**config.mk**
```make
export PLATFORM = sky130hd
export DESIGN_NAME = sync_frame_deframer_crc16
export DESIGN_NICKNAME = d
export VERILOG_FILES = /design/src/sfd_pkg.sv /design/src/sfd_parser.sv /design/src/sync_frame_deframer_crc16.sv
export SDC_FILE = /design/constraint.sdc
export NUM_CORES = 1
export LEC_CHECK = 0
export BUFFER_PORTS_ARGS = -buffer_cell sky130_fd_sc_hd__buf_2
export CAP_MARGIN = 20
export CORE_MARGIN = 8
export CORE_UTILIZATION = 40
export CTS_CLUSTER_DIAMETER = 80
export DETAILED_ROUTE_END_ITERATION = 8
export PLACE_DENSITY = 0.55
export SYNTH_ARGS = -nofsm -noshare
export SYNTH_HDL_FRONTEND = slang
export SYNTH_SLANG_ARGS = --single-unit
```
**constraint.sdc**
```tcl
create_clock -name clk -period 3.2 [get_ports clk]
set_input_delay 0.64 -clock clk [delete_from_list [all_inputs] [get_ports clk]]
set_output_delay 0.64 -clock clk [all_outputs]
set_load 0.01 [all_outputs]
```
**src/sfd_pkg.sv**
```systemverilog
package sfd_pkg;

    // parse phase codes
    localparam logic [2:0] PH_SOF0    = 3'd0;
    localparam logic [2:0] PH_SOF1    = 3'd1;
    localparam logic [2:0] PH_LEN     = 3'd2;
    localparam logic [2:0] PH_TYPE    = 3'd3;
    localparam logic [2:0] PH_SEQ     = 3'd4;
    localparam logic [2:0] PH_PAYLOAD = 3'd5;
    localparam logic [2:0] PH_CRC_HI  = 3'd6;
    localparam logic [2:0] PH_CRC_LO  = 3'd7;

    // frame status codes
    localparam logic [1:0] ST_INCOMPLETE = 2'd0;
    localparam logic [1:0] ST_OK         = 2'd1;
    localparam logic [1:0] ST_BAD_CRC    = 2'd2;

    // crc-16/ccitt-false constants
    localparam logic [15:0] CRC_POLY = 16'h1021;
    localparam logic [15:0] CRC_INIT = 16'hFFFF;

    // sync byte reset values
    localparam logic [7:0] SYNC_FIRST_RST  = 8'hAA;
    localparam logic [7:0] SYNC_SECOND_RST = 8'h55;

    // configuration register indexes
    localparam logic CFG_SYNC_FIRST  = 1'b0;
    localparam logic CFG_SYNC_SECOND = 1'b1;

    // one result beat
    typedef struct packed {
        logic [1:0] status;
        logic       payload_valid;
        logic [7:0] payload_byte;
        logic [7:0] payload_index;
        logic [7:0] frame_len;
        logic [7:0] frame_type;
        logic [7:0] frame_seq;
    } result_t;

    // one byte of the msb-first crc, unrolled over eight bit steps
    function automatic logic [15:0] crc_step(input logic [15:0] crc, input logic [7:0] data);
        logic [15:0] c;
        c = crc ^ {data, 8'h00};
        for (int i = 0; i < 8; i++)
        begin
            if (c[15])
            begin
                c = {c[14:0], 1'b0} ^ CRC_POLY;
            end
            else
            begin
                c = {c[14:0], 1'b0};
            end
        end
        return c;
    endfunction

endpackage

```
**src/sfd_parser.sv**
```systemverilog
module sfd_parser (
    input  logic                 clk,
    input  logic                 rst_n,
    input  logic                 step,
    input  logic [7:0]           rx_byte,
    input  logic [7:0]           sync_first,
    input  logic [7:0]           sync_second,
    output sfd_pkg::result_t     result
);

    logic [2:0]  parse_phase_reg,   parse_phase_next;
    logic [7:0]  length_reg,        length_next;
    logic [7:0]  kind_reg,          kind_next;
    logic [7:0]  sequence_reg,      sequence_next;
    logic [7:0]  count_reg,         count_next;
    logic [7:0]  crc_high_reg,      crc_high_next;
    logic [15:0] crc_reg,           crc_next;
    logic [15:0] crc_upd;
    logic [8:0]  count_inc;

    // running crc seeded fresh on the length byte
    assign crc_upd   = sfd_pkg::crc_step((parse_phase_reg == sfd_pkg::PH_LEN) ?
                                         sfd_pkg::CRC_INIT : crc_reg, rx_byte);
    assign count_inc = {1'b0, count_reg} + 9'd1;

    // phase step for one byte
    always_comb
    begin
        parse_phase_next = parse_phase_reg;
        length_next      = length_reg;
        kind_next        = kind_reg;
        sequence_next    = sequence_reg;
        count_next       = count_reg;
        crc_high_next    = crc_high_reg;
        crc_next         = crc_reg;
        result.status        = sfd_pkg::ST_INCOMPLETE;
        result.payload_valid = 1'b0;
        result.payload_byte  = 8'h00;
        result.payload_index = 8'h00;
        unique case (parse_phase_reg)
            sfd_pkg::PH_SOF0:
            begin
                if (rx_byte == sync_first)
                begin
                    parse_phase_next = sfd_pkg::PH_SOF1;
                end
            end
            sfd_pkg::PH_SOF1:
            begin
                priority if (rx_byte == sync_second)
                begin
                    parse_phase_next = sfd_pkg::PH_LEN;
                end
                else if (rx_byte == sync_first)
                begin
                    parse_phase_next = sfd_pkg::PH_SOF1;
                end
                else
                begin
                    parse_phase_next = sfd_pkg::PH_SOF0;
                end
            end
            sfd_pkg::PH_LEN:
            begin
                length_next      = rx_byte;
                crc_next         = crc_upd;
                parse_phase_next = sfd_pkg::PH_TYPE;
            end
            sfd_pkg::PH_TYPE:
            begin
                kind_next        = rx_byte;
                crc_next         = crc_upd;
                parse_phase_next = sfd_pkg::PH_SEQ;
            end
            sfd_pkg::PH_SEQ:
            begin
                sequence_next    = rx_byte;
                crc_next         = crc_upd;
                count_next       = 8'h00;
                parse_phase_next = (length_reg == 8'h00) ? sfd_pkg::PH_CRC_HI
                                                         : sfd_pkg::PH_PAYLOAD;
            end
            sfd_pkg::PH_PAYLOAD:
            begin
                result.payload_valid = 1'b1;
                result.payload_byte  = rx_byte;
                result.payload_index = count_reg;
                crc_next             = crc_upd;
                count_next           = count_inc[7:0];
                if (count_inc >= {1'b0, length_reg})
                begin
                    parse_phase_next = sfd_pkg::PH_CRC_HI;
                end
            end
            sfd_pkg::PH_CRC_HI:
            begin
                crc_high_next    = rx_byte;
                parse_phase_next = sfd_pkg::PH_CRC_LO;
            end
            sfd_pkg::PH_CRC_LO:
            begin
                result.status    = ({crc_high_reg, rx_byte} == crc_reg) ? sfd_pkg::ST_OK
                                                                        : sfd_pkg::ST_BAD_CRC;
                parse_phase_next = sfd_pkg::PH_SOF0;
            end
            default:
            begin
                parse_phase_next = sfd_pkg::PH_SOF0;
            end
        endcase
        result.frame_len  = length_next;
        result.frame_type = kind_next;
        result.frame_seq  = sequence_next;
    end

    // parser state
    always_ff @(posedge clk or negedge rst_n)
    begin
        if (!rst_n)
        begin
            parse_phase_reg <= sfd_pkg::PH_SOF0;
            length_reg      <= 8'h00;
            kind_reg        <= 8'h00;
            sequence_reg    <= 8'h00;
            count_reg       <= 8'h00;
            crc_high_reg    <= 8'h00;
            crc_reg         <= sfd_pkg::CRC_INIT;
        end
        else if (step)
        begin
            parse_phase_reg <= parse_phase_next;
            length_reg      <= length_next;
            kind_reg        <= kind_next;
            sequence_reg    <= sequence_next;
            count_reg       <= count_next;
            crc_high_reg    <= crc_high_next;
            crc_reg         <= crc_next;
        end
    end

endmodule

```
**src/sync_frame_deframer_crc16.sv**
```systemverilog
// Sync-framed packet deframer with a CRC-16/CCITT-FALSE check. One received byte
// is taken per beat and every byte gives exactly one result beat: payload bytes
// are forwarded with their index, and the beat of the low CRC byte carries the
// frame status (ok or bad CRC). A byte passes an input register, then the phase
// logic and the byte-wide unrolled CRC update into the result register; a new
// byte can be taken every cycle while the result is not stalled, as the CRC
// update of one byte per clock allows. The user writes the sync bytes
// over the configuration port only while idle; the block does not enforce it.
module sync_frame_deframer_crc16 (
    input  logic       clk,
    input  logic       rst_n,
    input  logic       in_valid,
    output logic       in_ready,
    input  logic [7:0] rx_byte,
    output logic       out_valid,
    input  logic       out_ready,
    output logic [1:0] status,
    output logic       payload_valid,
    output logic [7:0] payload_byte,
    output logic [7:0] payload_index,
    output logic [7:0] frame_len,
    output logic [7:0] frame_type,
    output logic [7:0] frame_seq,
    input  logic       cfg_write,
    input  logic       cfg_index,
    input  logic [7:0] cfg_data
);

    logic              in_valid_reg;
    logic [7:0]        in_byte_reg;
    logic              out_valid_reg;
    sfd_pkg::result_t  result_reg;
    sfd_pkg::result_t  result_comb;
    logic [7:0]        sync_first_reg;
    logic [7:0]        sync_second_reg;
    logic              out_free;
    logic              step;

    // handshake chain through the two stages
    assign out_free = !out_valid_reg || out_ready;
    assign step     = in_valid_reg && out_free;
    assign in_ready = !in_valid_reg || out_free;

    // configuration registers
    always_ff @(posedge clk or negedge rst_n)
    begin
        if (!rst_n)
        begin
            sync_first_reg  <= sfd_pkg::SYNC_FIRST_RST;
            sync_second_reg <= sfd_pkg::SYNC_SECOND_RST;
        end
        else if (cfg_write)
        begin
            unique case (cfg_index)
                sfd_pkg::CFG_SYNC_FIRST:  sync_first_reg  <= cfg_data;
                sfd_pkg::CFG_SYNC_SECOND: sync_second_reg <= cfg_data;
                default:                  sync_first_reg  <= sync_first_reg;
            endcase
        end
    end

    // input register
    always_ff @(posedge clk or negedge rst_n)
    begin
        if (!rst_n)
        begin
            in_valid_reg <= 1'b0;
        end
        else if (in_ready)
        begin
            in_valid_reg <= in_valid;
        end
    end

    always_ff @(posedge clk)
    begin
        if (in_valid && in_ready)
        begin
            in_byte_reg <= rx_byte;
        end
    end

    // phase logic and running crc
    sfd_parser u_parser (
        .clk         (clk),
        .rst_n       (rst_n),
        .step        (step),
        .rx_byte     (in_byte_reg),
        .sync_first  (sync_first_reg),
        .sync_second (sync_second_reg),
        .result      (result_comb)
    );

    // result register
    always_ff @(posedge clk or negedge rst_n)
    begin
        if (!rst_n)
        begin
            out_valid_reg <= 1'b0;
        end
        else if (out_free)
        begin
            out_valid_reg <= in_valid_reg;
        end
    end

    always_ff @(posedge clk)
    begin
        if (step)
        begin
            result_reg <= result_comb;
        end
    end

    assign out_valid     = out_valid_reg;
    assign status        = result_reg.status;
    assign payload_valid = result_reg.payload_valid;
    assign payload_byte  = result_reg.payload_byte;
    assign payload_index = result_reg.payload_index;
    assign frame_len     = result_reg.frame_len;
    assign frame_type    = result_reg.frame_type;
    assign frame_seq     = result_reg.frame_seq;

    // a frame status never comes on a payload beat
    assert property (@(posedge clk) disable iff (!rst_n)
        out_valid && payload_valid |-> status == sfd_pkg::ST_INCOMPLETE)
        else $error("status reported on a payload beat");

    // payload index stays inside the frame length
    assert property (@(posedge clk) disable iff (!rst_n)
        out_valid && payload_valid |-> payload_index < frame_len)
        else $error("payload index beyond frame length");

    // input is only held off by a stalled result
    assert property (@(posedge clk) disable iff (!rst_n)
        !in_ready |-> out_valid && !out_ready)
        else $error("input stalled without output backpressure");

    // a stalled stage with a free output moves on in the next cycle
    assert property (@(posedge clk) disable iff (!rst_n)
        in_valid_reg && out_free |=> out_valid)
        else $error("accepted beat lost between stages");

endmodule

```
# After elaboration in Yosys (flattened, before gate mapping)
# Cells that the tools add are included.
# word_totals
register_bits	128
latchBits	0
ramBits	0
rom_bits	0
input_bits	22
output_inout_bits	45
elab_cells	80
n_memories	0
# op_classes
add_sub_neg	1
mul	0
div	0
n_lt_le_gt_ge	1
n_eq_ne	12
shifts	0
muxes	21
n_bitwise	10
n_reduce_logical	16
# op_table
op	count
13-bit two-way mux	8
8-bit two-way mux	3
3-bit inverter	8
3-bit one-hot mux with 8 select lines	1
17-bit two-way mux	1
16-bit == test	1
8-bit == test	2
16-bit two-way mux	1
8-bit one-hot mux with 2 select lines	1
16-bit XOR	1
3-bit == test, second input constant	4
2-bit AND reduction	5
8-bit by 1-bit adder with 9-bit output, second input constant	1
9-bit by 8-bit greater-or-equal comparator with 1-bit output	1
3-bit two-way mux	3
8-bit logical NOT	1
3-bit by 2-bit == test with 1-bit output, second input constant	2
2-bit two-way mux	2
2-bit by 1-bit != test with 1-bit output, second input constant	2
4-bit OR reduction	1
3-bit by 1-bit == test with 1-bit output, second input constant	1
3-bit logical NOT	1
3-bit AND reduction	1
1-bit logical AND	2
other kinds (5)	7

# Depth between registers and ports, before layout
# Gate-level depths: netlist of the first run.
# depth
depth_word	19
mapped_depth	10
mapped_depth_nobuf	10

# Cells and area by module
# Synthesis of the first run repeated with hierarchy kept, for this count alone.
# hier_totals
cells_unflattened	473
hier_area_um2	6082.1
# by_module_without_submodules
mod	n_inst	cells_per_inst	area_each_um2	seq_area_each_um2
sfd_parser	1	379	3809.9	1496.4
sync_frame_deframer_crc16	1	94	2272.2	1991.9

# Least setup slack after synthesis of the first run
# OpenSTA, ideal clock, no wires.
# synth_path
kind	register to register
start	register u_parser.count_reg[0]
end	register u_parser.parse_phase_reg[0]
setup_time_ns	0.145
arrival_ns	2.386
t_required_ns	3.055
setup_slack_ns	0.670
stages_incl_launch_ff	11
n_path_buf	0
period_less_slack_ns	2.530
path_cell_list	dfrtp_1 -> ha_1 -> nand4_1 -> or2_2 -> xnor2_1 -> ha_1 -> a21oi_1 -> o22ai_1 -> or4_4 -> a41oi_2 -> a41oi_1
# synth_between
elab_chain_len	4
# synth_rtl
item	line	source
start, declared	sfd_parser.sv:15	logic [7:0] count_reg, count_next;
start signal, assigned	sfd_parser.sv:135	count_reg <= count_next;
8-bit by 1-bit adder with 9-bit output	sfd_parser.sv:24	assign count_inc = {1'b0, count_reg} + 9'd1;
9-bit by 8-bit greater-or-equal comparator with 1-bit output	sfd_parser.sv:90	if (count_inc >= {1'b0, length_reg})
2-bit by 1-bit != test with 1-bit output (no source line)	-	
3-bit AND reduction (no source line)	-	
end signal, assigned	sfd_parser.sv:121	parse_phase_reg <= sfd_pkg::PH_SOF0;
end signal, assigned	sfd_parser.sv:131	parse_phase_reg <= parse_phase_next;
end, declared	sfd_parser.sv:11	logic [2:0] parse_phase_reg, parse_phase_next;
# Every way passes these cells.
# A chain may end at the register's enable or synchronous reset.

# Worst setup path in the final report of the first run
# Ends and elaborated chain as after synthesis.

==> results.txt, run 1 <==
The flow ran to the end, and the final reports show no timing, DRC or antenna violations. The antenna diode count is 0, and the clock network fraction of total power is 0.306. Setup violations remaining at the end of the flow were counted as 0. The sum of overflow across all layers after global routing is 0, and the sum of negative setup slack is 0 ns. Final standard cell area without fillers: 7140 µm². In the post-synthesis netlist, the biggest area contributors are sky130_fd_sc_hd__edfxtp_1 25%, sky130_fd_sc_hd__dfrtp_1 22%, sky130_fd_sc_hd__dfstp_2 10%, sky130_fd_sc_hd__mux2_2 8.2%, sky130_fd_sc_hd__xnor2_1 5.4%.

Summing all multi-input logic gate instances after layout gives 2340 µm². The total setup buffers inserted after CTS was 0. The tools report the type of element launching the critical path as a flip-flop. The number of max-slew violations in the final report came out at 0. In this run, synthesis inferred 51 flip-flops with an integrated enable. The number of cells on the worst reg-to-reg path works out to 10.

The critical path start-end classification is reg -> reg. Synthesis produced a netlist with a net count of 540. The share of the synthesized area in the top cell type was 0.253; the count of different cell masters after synthesis was 48.

After detailed placement, the total cell area comes to 6510 µm². For the number of placed I/O pins, the log shows 67. The pre-antenna-repair detailed-routing pass consisted of 4 iterations. The number of flip-flops in the largest register was 16. Across all register-to-register paths, the minimum setup slack is 0.39 ns.

The share of flip-flops with an asynchronous set or reset after synthesis was 0.602; the count of hold buffers inserted by post-cts repair was 0. Each instance of the synthesized netlist takes up on average 11.9 µm². The total power per unit cell area was 909 nW/µm²; the register cell area after layout was 3490 µm².

In the final routed layout, each cell accounts on average for 16.7 µm. At the worst endpoint, the required time is 3.47 ns. The worst setup path is captured at a flip-flop. In this run the worst path has a maximum fanout of 7. Routability-driven placement finished with a final weighted congestion of 0.840. The combinational fraction of design power is 0.293.

For the headroom to the max-slew limit, the log shows 0.507. Setup repair after global routing left no endpoint under its margin. The starting density of the core was 0.404. Synthesis produced a netlist whose cell count is 509. The overall die width is 139 µm. On the final layout, the worst clock skew is 0.00412 ns. The total area inside the core boundary comes to 15000 µm². The total routing usage reported by global routing is 0.143, and the post-route worst setup slack is 0.387 ns. The sequential share of power came out at 0.401. The synthesized design contains 128 register bits. The tools report the remaining antenna violation count as 0. The area growth from synthesis to layout is 18.0%. The net count of the finished layout was 602; the number of rows created at floorplan was 45. Counting every sink on the clock net gives 128. The floorplan step set the die height to 139 µm. In the routed layout, each cell is associated on average with a via count of 4.95.

The final critical-path required period came out at 2.81 ns. TritonCTS built the clock tree. The total via count in the routed design came out at 3821. The routed design has 12.9 mm of wire. sky130_fd_sc_hd__edfxtp_1 takes more of the synthesized area than any other cell.

The starting DRC count in detailed routing is 257. Based on the critical path, the design can be clocked at up to 0.356 GHz. The number of endpoints with negative hold slack in the final report was 0; the peak supply drop was 416 µV.

The worst flop-to-flop path endpoint was u_parser.parse_phase_reg[0]. The predominant post-synthesis flop cell was sky130_fd_sc_hd__dfrtp_1. In this run the tool buffered the top-level ports with 66 buffer cells. The total net switching power came out at 2.04 mW. The worst flop-to-flop path startpoint is u_parser.count_reg[0].

The number of H-tree branching levels is 4, and the total die area is 19300 µm². For the worst setup slack before clock tree synthesis, the log shows 0.417 ns. The worst-skew pair later-pin latency came out at 0.42 ns. For the arrival time at the worst endpoint, the log shows 3.08 ns. For the via count of the first global-routing pass, the log shows 3999. The cell with the most instances after synthesis was sky130_fd_sc_hd__nand2_1. The share of cells above drive strength 1 is 0.317. The first global-routing pass estimated 21.6 mm of wire. The internal power summed over all cells was 4.46 mW. The proportion of synthesized chip area in sequential cells came out at 0.576. In this run the worst hold path is classified as in -> async.

The tools report the deepest clock path buffer count as 2. The root buffer cell chosen for the clock tree is sky130_fd_sc_hd__clkbuf_16. For the number of CTS-inserted buffers, the log shows 17. The part of the cycle the worst path needs works out to 0.879.

The placed wire-length estimate after detailed placement came out at 8.52 mm. Once the clock tree was built, the resizer swapped 0 gates to a different size. After filler insertion, the fill cell instance count of the layout stands at 1337.

Clock-pin slew of the registers on the worst-case setup and hold paths: 0.06 ns. The actual transition at the worst max-transition pin was 0.737 ns; the cell leakage power was 3.14 nW. The fraction of power spent switching nets works out to 0.314.

The number of antenna violations at the first check in global routing was 0; the largest net degree at the start of global routing was 78. The tool flagged a number of max-cap violations equal to 0. The tools report the area of the mapped netlist as 6050 µm². Counting instances in the post-synthesis netlist gives the leading cell types as 83 x sky130_fd_sc_hd__nand2_1, 53 x sky130_fd_sc_hd__dfrtp_1, 51 x sky130_fd_sc_hd__edfxtp_1. After detailed routing, the number of remaining DRC violations is 0. During synthesis, Yosys emitted a total of 0 warnings.
==> per-layer routing <==
metal | up-vias | part of all wire | GRT usage | routed length [µm]
met5 | - | 0 | 0 | 0
met4 | 0 | 0.018 | 0.0607 | 229
met3 | 22 | 0.051 | 0.0420 | 661
met2 | 90 | 0.44 | 0.207 | 5610
met1 | 1833 | 0.49 | 0.194 | 6360
li1 | 1876 | - | - | -
==> worst max path at each step <==
| stage | start | endpoint | slack [ns] |
|---|---|---|---|
| 3_5_place_dp | u_parser.count_reg[0] | u_parser.parse_phase_reg[0] | 0.42 |
| 6_report | u_parser.count_reg[0] | u_parser.parse_phase_reg[0] | 0.39 |
| 3_3_place_gp | u_parser.count_reg[0] | u_parser.parse_phase_reg[0] | 0.49 |
| 2_1_floorplan | u_parser.count_reg[0] | u_parser.parse_phase_reg[0] | 0.67 |
| 4_1_cts | u_parser.count_reg[0] | u_parser.parse_phase_reg[0] | 0.40 |
| 5_1_grt | u_parser.count_reg[0] | u_parser.parse_phase_reg[0] | 0.19 |
==> through the flow <==
stage / power [mW] / std cells / hold WS, ns / utilization
floorplan: 4.07 / 509 / 0.344 / -
global placement: 4.48 / 739 / 0.451 / 0.435
finish: 6.50 / 772 / 0.248 / 0.477
CTS: 6.55 / 771 / 0.264 / 0.476
detailed placement: 4.53 / 739 / 0.457 / 0.435
global route: 6.93 / 772 / 0.277 / 0.477
==> worst max-delay path, cell delays in order (launching register included) <==
cell and delay, ns:
sky130_fd_sc_hd__dfrtp_1 0.44, sky130_fd_sc_hd__ha_1 0.29, sky130_fd_sc_hd__nand4_1 0.16, sky130_fd_sc_hd__or2_2 0.35
sky130_fd_sc_hd__xnor2_1 0.14, sky130_fd_sc_hd__ha_1 0.29, sky130_fd_sc_hd__a21oi_1 0.13, sky130_fd_sc_hd__o22ai_1 0.10
sky130_fd_sc_hd__or4_4 0.51, sky130_fd_sc_hd__a41oi_2 0.19, sky130_fd_sc_hd__a41oi_1 0.06
==> layout by cell type (no fill, tap or decap), drive strengths merged, types with 2 or more instances in the layout <==
cell type,n
nand4,5
xor2,32
mux2,45
a21oi,4
nor2b,3
edfxtp,51
a31oi,3
o21ai,32
dfrtp,53
inv,12
dfstp,24
nor2,21
nor4,8
nand2,84
and3,17
xnor2,39
ha,9
buf,75
nand2b,4
bufinv,2
clkbuf,24
or4,2
nand3b,3
nand3,9
a41oi,2
clkinv,5
and2,2
a32o,4
==> cell type report <==
cell class / count / area share
inverters: 12 / 0.00630
clock inverters: 8 / 0.0137
repair buffers: 75 / 0.0585
flip-flops and latches: 128 / 0.488
multi-input cells: 337 / 0.327
well taps: 188 / 0.0329
clock buffers: 24 / 0.0734
==> cell families after synthesis <==
logic type / count (synthesis) / share of synthesized area
flops: 128 / 0.576
buf+inv: 44 / 0.0380
mux: 45 / 0.0843
simple gates: 162 / 0.127
compound gates: 50 / 0.0504
xor+xnor: 71 / 0.105
fa+ha+maj: 9 / 0.0186
==> power groups by stage <==
stage,logic [mW],clock network (mW),registers (mW)
2_1_floorplan,1.54,0,2.53
3_5_place_dp,1.90,0,2.63
3_3_place_gp,1.86,0,2.62
6_report,1.91,1.99,2.60
5_1_grt,2.16,2.11,2.66
4_1_cts,1.92,2.03,2.61
(Power assumes the default switching activity.)
==> run 2: changes to the inputs <==
==> constraint.sdc (replaced) <==
create_clock -name clk -period 3.2 [get_ports clk]
set_input_delay 0.16 -clock clk [delete_from_list [all_inputs] [get_ports clk]]
set_output_delay 0.16 -clock clk [all_outputs]
set_load 0.01 [all_outputs]
==> results.txt, run 2 (synthesis results as in run 1) <==
Data on the critical path is required at its endpoint by 3.47 ns. In the layout the commonest cells are 83 x sky130_fd_sc_hd__nand2_1, 66 x sky130_fd_sc_hd__buf_2, 53 x sky130_fd_sc_hd__dfrtp_1, 51 x sky130_fd_sc_hd__edfxtp_1, 44 x sky130_fd_sc_hd__mux2_2. The number of gates given a new drive strength after cts came out at 0. After global routing the overflow that remains totals 0. The worst hold path class is in -> reg. After detailed routing, the number of remaining DRC violations is 0. The worst setup path is captured at a flip-flop. For the starting DRC count in detailed routing, the log shows 276. The most common cell after layout, fill and taps aside is sky130_fd_sc_hd__nand2_1. The worst reg-to-reg setup slack came out at 0.40 ns. The multi-input combinational cells in the finished layout cover a total of 2340 µm². The number of antenna diodes in the final layout is 0.

The total routing usage reported by global routing is 0.144, and the hold path depth is 3. The worst hold path terminates at out_valid. The total power came out at 6.47 mW.

The routability-driven placement congestion ratio was 0.860; the die extent in y was 139 µm. The final-report setup violation count came out at 0. Summed over all nets, the half-perimeter wirelength after detailed placement is 8.76 mm. On the final layout, the worst clock skew is 0.00758 ns. The met3 track utilization from global routing is 0.0406. The max-cap violation count is 0. Of all nets on the critical path, the largest fanout is 7.

The share of cells above drive strength 1 was 0.308; the upper clock frequency limit was 0.357 GHz. The floorplan step defined a die boundary enclosing 19300 µm². The average routed wire per standard cell is 16.8 µm.

Critical path start-end classification: reg -> reg. After clock tree synthesis, the clock-pin slew on the worst setup and hold paths is 0.06 ns. The number of endpoints with negative hold slack in the final report came out at 0. The critical path goes through ha_1 > nand4_1 > or2_2 > xnor2_1 > ha_1 > a21oi_1 > o22ai_1 > or4_4 > a41oi_2 > a41oi_1. The net count of the finished layout is 619.

The largest stage delay on the critical path is 0.51 ns, and the cell leakage power is 3.19 nW. In this design, the critical path's most frequently occurring cell is sky130_fd_sc_hd__ha_1. For this block, the via count after detailed routing is 3976.

The number of flip-flops in the largest register came out at 16. The global routing stage identified its most utilized layer as met2. The tools report the remaining antenna violation count as 0.

The starting density of the core is 0.404. The area growth from synthesis to layout was 20.5%. In this run the critical register-to-register path is captured at u_parser.parse_phase_reg[0]. The number of cells on the worst reg-to-reg path is 10, and the number of detailed-route iterations in the first pass is 4. Buffers inserted during clock tree synthesis total 17.

The number of placed I/O pins was 67; the final critical-path required period was 2.80 ns. The tools report the wire length of the first global-routing pass as 22.0 mm. STA classifies the critical path startpoint as a flip-flop.

After detailed routing, the total wire length is 13.2 mm. The part of the cycle the worst path needs came out at 0.875. The run gives 0 as the number of max-slew violations in the final report.

After filler insertion, the fill cell instance count of the layout stands at 1389. The global-route track usage on met2 is 0.224. The worst hold path begins at out_ready.

For the met1 usage in global routing, the log shows 0.187. The actual transition at the worst max-transition pin was 0.813 ns. After routing, the total negative slack on setup checks comes to 0 ns.

The worst-case IR drop observed on VDD is 406 µV. Headroom to the max-slew limit: 0.458. The later pin in the worst-skew pair is clocked with a latency of 0.42 ns.

The via count of the first global-routing pass was 4231. Number of buffers added on ports: 66. The root cell of the clock tree was sky130_fd_sc_hd__clkbuf_16.

In this run the power density over the cells is 887 nW/µm². The core region is 15000 µm². Setup repair after global routing left no endpoint under its margin. Summing all flip-flop and latch instances after layout gives 3490 µm². TritonCTS built the clock tree.

The flow ran to the end, and the final reports show no timing, DRC or antenna violations. Deepest clock path buffer count: 2. The tools report the largest net degree at the start of global routing as 52. At the worst endpoint, the arrival time is 3.07 ns.

Worst-path cell with the longest stage delay: sky130_fd_sc_hd__or4_4. In the routed layout, each cell is associated on average with a via count of 5.04. The number of clock sinks seen by CTS is 128, and the number of rows created at floorplan is 45.

The H-tree generated during clock tree synthesis spans 4 levels. The worst register-to-register path begins at u_parser.count_reg[0]. From left edge to right edge, the die measures 139 µm. The number of antenna violations at the first check in global routing is 0.
[run 2: cell types whose count changed in the layout (fill, tap and decap cells not counted), sizes merged]
cell         previous run  this run
dlygate4sd3             0        18
clkbuf                 24        19
clkinvlp                1         3
inv                    12        14
buf                    75        74
clkinv                  5         6
[run 2: critical path, delay by kind of cell, from the launching register on]
kind,cells,cell delay [ns]
flops,1,0.44
compound gates,4,0.48
xor+xnor,1,0.14
fa+ha+maj,2,0.58
simple gates,3,1.01
[run 2: final cells by class]
| type | instances | share of cell area |
|---|---|---|
| multi-input cells | 337 | 0.320 |
| well taps | 188 | 0.0322 |
| inverters | 12 | 0.00617 |
| clock inverters | 13 | 0.0209 |
| clock buffers | 19 | 0.0623 |
| flip-flops and latches | 128 | 0.478 |
| repair buffers | 92 | 0.0799 |
[run 2: what timing repair did]
item                      CTS  global route
buffers inserted            0             0
hold endpoints to repair   54             0
hold buffers               18             0
[run 2: worst max path at each step]
stage | startpoint | to | slack (ns) | cells after the start
final | u_parser.count_reg[0] | u_parser.parse_phase_reg[0] | 0.40 | 10
after global placement | u_parser.count_reg[0] | u_parser.parse_phase_reg[0] | 0.48 | 10
after CTS | u_parser.count_reg[0] | u_parser.parse_phase_reg[0] | 0.40 | 10
after floorplan | u_parser.count_reg[0] | u_parser.parse_phase_reg[0] | 0.67 | 10
after detailed placement | u_parser.count_reg[0] | u_parser.parse_phase_reg[0] | 0.43 | 10
after global routing | u_parser.count_reg[0] | u_parser.parse_phase_reg[1] | 0.15 | 10
[run 2: power breakdown]
group	leakage (nW)	total (mW)	switching, mW	internal [mW]
Clock	0.286	1.95	0.742	1.20
Sequential	1.45	2.60	0.340	2.26
Combinational	1.45	1.92	1.02	0.904
[run 2: layer usage]
layer  wire, µm  up-vias  share of wire
met5          0        -              0
met4        176        0          0.013
met3        528       16          0.040
met2       6040       83           0.46
met1       6480     1961           0.49
li1           -     1916              -
[run 2: per-stage QoR]
| stage | std cells | hold slack, ns | util | cell area [µm²] | worst slack, ns |
|---|---|---|---|---|---|
| final | 789 | 0.0298 | 0.487 | 7290 | 0.399 |
| after global placement | 739 | 0.284 | 0.435 | 6510 | 0.482 |
| after CTS | 789 | 0.0183 | 0.487 | 7290 | 0.403 |
| after floorplan | 509 | -0.136 | - | 6050 | 0.670 |
| after global routing | 789 | 0.0383 | 0.487 | 7290 | 0.146 |
| after detailed placement | 739 | 0.293 | 0.435 | 6510 | 0.434 |
